==> src/text_edge_list_to_adjacency_defines.svh <==
// ----------------------------------------------------------------------------
// text_edge_list_to_adjacency_defines.svh
// Assertion macros shared by the edge-list adjacency builder.
// ----------------------------------------------------------------------------
`ifndef TEXT_EDGE_LIST_TO_ADJACENCY_DEFINES_SVH
`define TEXT_EDGE_LIST_TO_ADJACENCY_DEFINES_SVH

// Check that a condition implies another in the same cycle
`define TELA_CHK_SAME(lbl, ante, cons, msg) \
  lbl: assert property (@(posedge clk) disable iff (rst) (ante) |-> (cons)) \
    else $error(msg);

// Check that a condition implies another in the next cycle
`define TELA_CHK_NEXT(lbl, ante, cons, msg) \
  lbl: assert property (@(posedge clk) disable iff (rst) (ante) |=> (cons)) \
    else $error(msg);

`endif

==> src/tela_pkg.sv <==
// ----------------------------------------------------------------------------
// tela_pkg
// Shared types and constants of the edge-list adjacency builder.
// ----------------------------------------------------------------------------
`timescale 1ns / 1ps

package tela_pkg;

  // Default sizes of the graph stores
  localparam int MAX_VERTICES_DEF = 1024;
  localparam int MAX_EDGES_DEF    = 1024;

  // Fixed field widths of the ports
  localparam int VERT_W   = 11;
  localparam int SLOT_W   = 11;
  localparam int DEG_W    = 12;
  localparam int BYTE_W   = 8;

  // Number accumulator saturates at this value
  localparam int ACC_W = 18;
  localparam logic [ACC_W-1:0] NUM_CAP = 18'h20000;
  localparam logic [VERT_W-1:0] FIELD_MAX = 11'h7FF;

  // Character codes
  localparam logic [BYTE_W-1:0] CH_ZERO  = 8'h30;
  localparam logic [BYTE_W-1:0] CH_NINE  = 8'h39;
  localparam logic [BYTE_W-1:0] CH_SPACE = 8'h20;
  localparam int RADIX = 10;

  // Commands
  localparam logic CMD_TEXT  = 1'b0;
  localparam logic CMD_QUERY = 1'b1;

  typedef enum logic [1:0] {
    ST_BYTE  = 2'd0,
    ST_OK    = 2'd1,
    ST_BAD   = 2'd2,
    ST_RANGE = 2'd3
  } status_t;

  // Parser phases
  typedef enum logic [8:0] {
    PH_LEAD = 9'b000000001,
    PH_VCT  = 9'b000000010,
    PH_GAP1 = 9'b000000100,
    PH_ECT  = 9'b000001000,
    PH_GAP2 = 9'b000010000,
    PH_A    = 9'b000100000,
    PH_GAP3 = 9'b001000000,
    PH_B    = 9'b010000000,
    PH_GAP4 = 9'b100000000
  } phase_t;

  // Build and query sequencer states
  typedef enum logic [17:0] {
    S_IDLE   = 18'b000000000000000001,
    S_CLR    = 18'b000000000000000010,
    S_CNT_RD = 18'b000000000000000100,
    S_CNT_A  = 18'b000000000000001000,
    S_CNT_AW = 18'b000000000000010000,
    S_CNT_B  = 18'b000000000000100000,
    S_CNT_BW = 18'b000000000001000000,
    S_PFX_RD = 18'b000000000010000000,
    S_PFX_WR = 18'b000000000100000000,
    S_SC_RD  = 18'b000000001000000000,
    S_SC_A   = 18'b000000010000000000,
    S_SC_AW  = 18'b000000100000000000,
    S_SC_B   = 18'b000001000000000000,
    S_SC_BW  = 18'b000010000000000000,
    S_FIN    = 18'b000100000000000000,
    S_Q_RD   = 18'b001000000000000000,
    S_Q_NB   = 18'b010000000000000000,
    S_Q_OUT  = 18'b100000000000000000
  } seq_state_t;

  // Parser to sequencer control
  typedef struct packed {
    logic wr_first;
    logic wr_second;
    logic build;
    logic bad;
  } parse_ctl_t;

  // Sequencer status to top level
  typedef struct packed {
    logic busy;
    logic done;
    logic query;
    logic hit;
  } seq_stat_t;

endpackage

==> src/tela_parse.sv <==
// ----------------------------------------------------------------------------
// tela_parse
// Text parser: tracks the phase, accumulates numbers, checks counts and ranges.
// ----------------------------------------------------------------------------
`timescale 1ns / 1ps

module tela_parse #(
  parameter int MAX_VERTICES = tela_pkg::MAX_VERTICES_DEF,
  parameter int MAX_EDGES    = tela_pkg::MAX_EDGES_DEF,
  localparam int VW  = $clog2(MAX_VERTICES),
  localparam int EAW = (MAX_EDGES > 1) ? $clog2(MAX_EDGES) : 1,
  localparam int ECW = $clog2(MAX_EDGES + 1)
) (
  input  logic                          clk,
  input  logic                          rst,
  input  logic                          byte_valid,
  input  logic [tela_pkg::BYTE_W-1:0]   text_byte,
  input  logic                          last_byte,
  output tela_pkg::parse_ctl_t          ctl,
  output logic [EAW-1:0]                ep_idx,
  output logic [VW-1:0]                 ep_val,
  output logic [ECW-1:0]                build_edges,
  output logic [tela_pkg::ACC_W-1:0]    declared_vertices,
  output logic [tela_pkg::ACC_W-1:0]    declared_edges
);

  localparam int PW = tela_pkg::ACC_W + 4;

  tela_pkg::phase_t            phase, phase_next;
  logic [tela_pkg::ACC_W-1:0]  acc, acc_next;
  logic [tela_pkg::ACC_W-1:0]  dv_next, de_next;
  logic [ECW-1:0]              edges, edges_next;
  logic                        failed, failed_next;
  logic                        digit, blank, ep_ok, ok;
  logic [PW-1:0]               prod;

  assign digit = (text_byte >= tela_pkg::CH_ZERO) && (text_byte <= tela_pkg::CH_NINE);
  assign blank = (text_byte <= tela_pkg::CH_SPACE);
  assign ep_ok = (acc != '0) && (acc <= declared_vertices);
  assign prod  = (PW'(acc) << 3) + (PW'(acc) << 1) + PW'(text_byte - tela_pkg::CH_ZERO);
  assign ep_idx = EAW'(edges);
  assign ep_val = VW'(acc - tela_pkg::ACC_W'(1));

  // Work out the next parse state for one text word
  always_comb begin
    phase_next  = phase;
    acc_next    = acc;
    dv_next     = declared_vertices;
    de_next     = declared_edges;
    edges_next  = edges;
    failed_next = failed;
    ctl         = '0;
    ok          = 1'b0;
    if (byte_valid) begin
      if (digit) begin
        unique case (phase)
          tela_pkg::PH_LEAD: phase_next = tela_pkg::PH_VCT;
          tela_pkg::PH_GAP1: phase_next = tela_pkg::PH_ECT;
          tela_pkg::PH_GAP2,
          tela_pkg::PH_GAP4: phase_next = tela_pkg::PH_A;
          tela_pkg::PH_GAP3: phase_next = tela_pkg::PH_B;
          default: phase_next = phase;
        endcase
        acc_next = (prod > PW'(tela_pkg::NUM_CAP)) ? tela_pkg::NUM_CAP
                                                   : tela_pkg::ACC_W'(prod);
      end else if (blank) begin
        acc_next = '0;
        unique case (phase)
          tela_pkg::PH_VCT: begin
            dv_next = acc;
            if (32'(acc) > MAX_VERTICES) failed_next = 1'b1;
            phase_next = tela_pkg::PH_GAP1;
          end
          tela_pkg::PH_ECT: begin
            de_next = acc;
            if (32'(acc) > MAX_EDGES) failed_next = 1'b1;
            phase_next = tela_pkg::PH_GAP2;
          end
          tela_pkg::PH_A: begin
            if (!ep_ok) failed_next = 1'b1;
            ctl.wr_first = (32'(edges) < MAX_EDGES);
            phase_next = tela_pkg::PH_GAP3;
          end
          tela_pkg::PH_B: begin
            if (!ep_ok) failed_next = 1'b1;
            if ((tela_pkg::ACC_W'(edges) >= declared_edges) || (32'(edges) >= MAX_EDGES)) begin
              failed_next = 1'b1;
            end else begin
              ctl.wr_second = 1'b1;
              edges_next = edges + ECW'(1);
            end
            phase_next = tela_pkg::PH_GAP4;
          end
          default: phase_next = phase;
        endcase
      end else begin
        failed_next = 1'b1;
      end
      if (last_byte) begin
        ok = !failed_next && !digit && (phase_next == tela_pkg::PH_GAP4) &&
             (tela_pkg::ACC_W'(edges_next) == de_next);
        ctl.build   = ok;
        ctl.bad     = !ok;
        phase_next  = tela_pkg::PH_LEAD;
        acc_next    = '0;
        edges_next  = '0;
        failed_next = 1'b0;
      end
    end
  end

  assign build_edges = (ok) ? ((ctl.wr_second) ? edges + ECW'(1) : edges) : edges;

  // Hold parse state
  always_ff @(posedge clk) begin
    if (rst) begin
      phase             <= tela_pkg::PH_LEAD;
      acc               <= '0;
      declared_vertices <= '0;
      declared_edges    <= '0;
      edges             <= '0;
      failed            <= 1'b0;
    end else begin
      phase             <= phase_next;
      acc               <= acc_next;
      declared_vertices <= dv_next;
      declared_edges    <= de_next;
      edges             <= edges_next;
      failed            <= failed_next;
    end
  end

endmodule

==> config.mk <==
export PLATFORM = sky130hd
export DESIGN_NAME = tela_parse
export DESIGN_NICKNAME = d
export VERILOG_FILES = /design/src/text_edge_list_to_adjacency_defines.svh /design/src/tela_pkg.sv /design/src/tela_parse.sv
export SDC_FILE = /design/constraint.sdc
export NUM_CORES = 1
export LEC_CHECK = 0
export BUFFER_PORTS_ARGS = -buffer_cell sky130_fd_sc_hd__buf_2
export CORE_MARGIN = 3
export CORE_UTILIZATION = 60
export CTS_BUF_LIST = sky130_fd_sc_hd__clkbuf_4 sky130_fd_sc_hd__clkbuf_8
export DETAILED_ROUTE_END_ITERATION = 8
export HOLD_SLACK_MARGIN = 0.03
export PLACE_DENSITY = 0.83
export REMOVE_ABC_BUFFERS = 1
export SYNTH_ARGS = -nofsm -noshare
export SYNTH_HDL_FRONTEND = slang
export SYNTH_SLANG_ARGS = --single-unit
==> constraint.sdc <==
create_clock -name clk -period 14.08 [get_ports clk]
set_input_delay 2.816 -clock clk [delete_from_list [all_inputs] [get_ports clk]]
set_output_delay 2.816 -clock clk [all_outputs]
set_load 0.05 [all_outputs]
After elaboration in Yosys (flattened, before gate mapping)
Cells that the tools add are included.

Multiplexer cells: 39. Order comparisons: 9. Reductions and logical operators: 15. $add $sub $neg: 5. Bitwise gates (word level): 1. Equal/unequal tests: 11.

Operator list (count): $mux 18 (8); $mux 11 (8); $pmux 9 s4 (2); $mux 9 (4); $add 21x19->22 (1); $add 22x22->22 (1); $gt 22x18->1 const B (1); $eq 11x18->1 (1); $eq 9x9->1 const B (2); $ge 11x18->1 (1); $gt 18x11->1 const B (1); $le 18x18->1 (1); $reduce_bool 18->1 (1); $le 8x6->1 const B (2); $mux 1 (12); $add 11x1->11 const B (1); $ge 11x11->1 const B (1); $lt 11x11->1 const B (1); $sub 10x1->10 const B (1); $eq 9x1->1 const B (1); $eq 9x2->1 const B (1); $eq 9x3->1 const B (1); $eq 9x4->1 const B (1); $eq 9x5->1 const B (1); 16 further kinds (25).

Output and inout bits: 71. Input bits: 12. Logic and storage cells: 86. Register bits: 75.

Depth between registers and ports, before layout
Depth after elaboration: 17. Mapped depth: 16. Mapped depth without buffers: 15.

Least setup slack after synthesis
No wires, ideal clock.

Path type: input to output. Start point: input text_byte[4] in the netlist's numbering. End point: output build_edges[10]. Setup slack: 4.703 ns. Data required time: 11.264 ns. Stages on the path: 10. Arrival: 6.561 ns. Cells stage by stage: ha_1 > a22oi_2 > nor2_1 > a2111oi_0 > o311a_1 > o211ai_1 > nor4bb_1 > nand3b_2 > buf_2 > o41ai_1.

Cells in the longest elaborated chain, start to end: 11. Elaborated cells on any way between the ends: 30. Classes of those cells: 3 x order compare; 2 x eq/ne; 19 x mux; 6 x reduce/logical.

Ends and longest elaborated chain: start, declared (line tela_parse.sv:17) `input logic [tela_pkg::BYTE_W-1:0] text_byte,`; branches (longest 10 deep; another with $le 8x6->1); $mux 11 * (line tela_parse.sv:112) `assign build_edges = (ok) ? ((ctl.wr_second) ? edges + ECW'(1) : edges) : edges;`; end, declared (line tela_parse.sv:22) `output logic [ECW-1:0] build_edges,`.

Every way passes the cells marked *. The select of a mux whose other input is x is not followed.

Final worst setup path
Start point: input text_byte[0] in the netlist's numbering. End point: output build_edges[4].

Same word-level chain as after synthesis.

==> flow_summary_export.csv <==
group,metric,value,unit
status,status,"finished clean",
min_path,whs_path_depth,2,
power_and_ir_drop,pwr-share-seq,0.475,
power_and_ir_drop,power.density,60.2,mW/mm^2
placed_design,port_buffers,82,
power_and_ir_drop,power_frac_comb,0.098,
grt,grt_pass1_vias,6416,
drt,wl_per_cell,18.4,um
floorplanning,die_y,113,um
clock_network,cts_setup_buffers,0,
synthesis,synthCells,851,
min_path,hp-start,"declared_edges[17]",
timing,min_period,9.42,ns
synthesis,synthArstFlopShare,0,
drt,drt_pass1_iterations,5,
placed_design,gp_congestion,0.970,
setup_path,cp_slowest_cell,"nor4b_4",
setup_path,reg2reg_to,"acc[9]",
synthesis,syn_area_per_cell,8.15,um^2
floorplanning,start_util,0.626,
setup_path,critPathMaxStageDelay,0.66,ns
clock_network,clock_path_buffers,2,
grt,use_met2,0.498,
power_and_ir_drop,p_int,331,uW
power_and_ir_drop,p_leak,0.00325,uW
timing,slew_violations,0,
clock_network,clk_pin_slew,0.08,ns
floorplanning,fp.dieW,113,um
timing,finalSetupViolCount,0,
clock_network,worstSkewPairLatency,0.37,ns
setup_path,crit_path_end_kind,"output port",
timing,hold_viol,0,
clock_network,cts.sinks,75,
synthesis,synth_ff_type,"dfxtp_1",
flow_run,maxCapViolCount,0,
drt,final_antenna_net_count,0,
power_and_ir_drop,switchingPower,117,uW
floorplanning,rows,38,
drt,drt_iter0_markers,900,
layout,nets,985,
layout,nFillCells,942,
setup_path,path_cells,"buf_2 -> nor4_4 -> a31o_1 -> o211ai_4 -> nor4b_4 -> nand2_1 -> a2111oi_1 -> o21ai_1 -> a211o_1 -> or4_1 -> xnor2_1 -> buf_2",
min_path,worstHoldEndpoint,"declared_edges[17]",
timing,period_share,0.669,
synthesis,yosys_warnings,0,
power_and_ir_drop,clkPwrFrac,0.427,
layout,antennaDiodeCount,0,
placed_design,dp_hpwl,14300,um
setup_path,worstSetupPathType,"in2out",
timing,finalClockSkew,0.0146,ns
synthesis,synth-edff-count,0,
synthesis,synthesis.area,0.00693,mm^2
layout,drive_gt1_frac,0.164,
setup_path,cp.required,11.26,ns
layout,postLayoutCoreUtil,0.673,
min_path,hold_class,"reg2reg",
power_and_ir_drop,p_sw_frac,0.261,
setup_path,crit_arrival,6.61,ns
timing,max-slew-margin-rel,0.250,
power_and_ir_drop,ir_worst_vdd,0.0703,mV
drt,drc_errors,0,
synthesis,synth_seq_cells,75,
grt,antenna_found_initial,0,
timing,finalSetupTns,0,ns
timing,worstMarginPinSlew,1.12,ns
grt,met3_usage,0.0424,
grt,grt_max_degree,40,
grt,grt_overflow_total,0,
drt,wl,19200,um
floorplanning,coreArea,0.0111,mm^2
setup_path,worst_r2r_startpoint,"acc[5]",
floorplanning,dieArea,0.0129,mm^2
floorplanning,pin_count,83,
drt,route.vias.total,6732,
clock_network,cts_tree,"done",
timing,max_freq,106,MHz
synthesis,synth-seq-area-share,0.217,
setup_path,crit_fanout,15,
grt,grt_usage,0.298,
timing,rsz0062_at_grt,"false",
clock_network,h-tree-depth,3,
setup_path,ff2ff_setup_slack,9.55,ns
layout,area_growth,7.51,%
layout,seqCellArea,0.00150,mm^2
grt,grt_pass1_wl,31300,um
clock_network,cts_hold_buf,0,
setup_path,reg2reg_depth,12,
drt,via_per_inst,6.45,
setup_path,crit_path_frequent_cell,"buf_2",
layout,multi_input_area,0.00486,mm^2
clock_network,cts_buffers,9,
clock_network,cts-root-buf,"clkbuf_8",
grt,grt.busiest_layer,"met2",
setup_path,start_kind,"primary input",
synthesis,synth.distinct_cells,89,
grt,use_met1,0.389,
clock_network,cts_resized,0,
-- metal layers --
layer | wire length [um] | vias to the layer above
li1 | - | 3163
met1 | 8160 | 3181
met2 | 8950 | 333
met3 | 1500 | 55
met4 | 567 | 0
met5 | 0 | -
-- per-stage QoR --
stage / cell area [um^2] / hold WS, ns / worst slack [ns] / total power (uW) / cells
after floorplan: 6560 / 0.499 / 4.52 / 245 / 796
after global placement: 7230 / 0.458 / 4.83 / 260 / 1029
after detailed placement: 7230 / 0.461 / 4.71 / 261 / 1029
after CTS: 7450 / 0.473 / 4.70 / 448 / 1044
after global routing: 7450 / 0.486 / 4.36 / 463 / 1044
final: 7450 / 0.473 / 4.66 / 449 / 1044
-- placed cells by master, fill, tap and decap left out, drive strengths merged, types with 4 or more instances in the layout --
cell	netlist	final
ha	56	56
nor2	71	71
o21ai	42	42
fa	17	17
o211ai	11	11
a21oi	73	73
o311ai	4	4
a31o	5	5
a22oi	5	5
buf	30	93
inv	52	53
nor2b	4	4
o21a	7	7
and4	5	5
xnor2	35	35
mux2i	23	23
and3	9	9
nor3	32	32
o2111ai	4	4
a211o	5	5
a22o	8	8
a211oi	5	5
xor2	19	19
or4	6	6
nand2	84	84
nand3	24	24
clkbuf	25	10
a32o	4	4
dfxtp	75	75
and2	8	8
a31oi	7	7
nor4	17	17
nand4	9	9
or3	10	10
nand2b	4	4
a21o	9	9
-- power groups by stage --
stage | Combinational [uW] | Clock, uW | Sequential (uW)
after CTS | 43.0 | 192 | 213
after global placement | 42.3 | 0 | 218
after floorplan | 27.4 | 0 | 218
final | 44.0 | 192 | 213
after detailed placement | 42.8 | 0 | 218
after global routing | 48.1 | 202 | 213
-- critical path: cells and delay by family --
kind / cells / cell delay (ns)
AOI/OAI and AO/OA: 5 / 1.50
xor gates and xnor gates: 1 / 0.14
buffers and inverters: 2 / 0.41
and+or+nand+nor: 4 / 1.73
-- area by class of cell --
cell class / instances / area share
inverters: 52 / 0.0262
repair buffers: 93 / 0.0662
clock inverters: 5 / 0.0116
clock buffers: 10 / 0.0185
well taps: 140 / 0.0235
flip-flops and latches: 75 / 0.201
multi-input cells: 669 / 0.653
-- registers in the layout, summed over array words and instances, names as in the netlist --
signal / flops
edges: 11
declared_edges: 18
phase: 9
failed: 1
acc: 18
declared_vertices: 18
-- cell usage after synthesis, types with 6 or more instances --
cell type	n	area, um^2
xor2_1	19	166
nand4_1	9	56.3
o211ai_1	9	67.6
a21o_1	9	67.6
buf_4	12	90.1
xnor2_2	6	97.6
ha_1	56	701
mux2i_1	21	210
fa_1	17	340
nor4_1	16	100
a22o_1	7	61.3
nor3_1	28	140
o21a_1	7	52.6
xnor2_1	29	254
nand2_1	83	312
a21oi_1	72	360
clkbuf_1	21	78.8
inv_1	52	195
o21ai_0	41	205
or3_1	6	37.5
and2_1	8	50.1
a31oi_1	7	43.8
buf_6	13	146
nand3_1	24	120
dfxtp_1	75	1500
and3_1	8	50.1
nor2_1	70	263
-- kinds of logic after synthesis --
family | share of synthesized area
DFF | 0.217
buffers and inverters | 0.0825
adders and majority gates | 0.150
xor gates and xnor gates | 0.0747
muxes | 0.0372
and+or+nand+nor | 0.227
AOI/OAI and AO/OA | 0.212
-- worst max-delay path by stage --
stage / startpoint / end / slack, ns / depth (start not counted)
finish: text_byte[0] / build_edges[4] / 4.66 / 12
global route: text_byte[0] / build_edges[4] / 4.36 / 12
CTS: text_byte[0] / build_edges[4] / 4.70 / 12
detailed placement: text_byte[0] / build_edges[4] / 4.71 / 12
global placement: text_byte[0] / build_edges[4] / 4.83 / 12
floorplan: text_byte[0] / build_edges[10] / 4.52 / 9
Note: power is estimated with default switching activity, not from simulation.
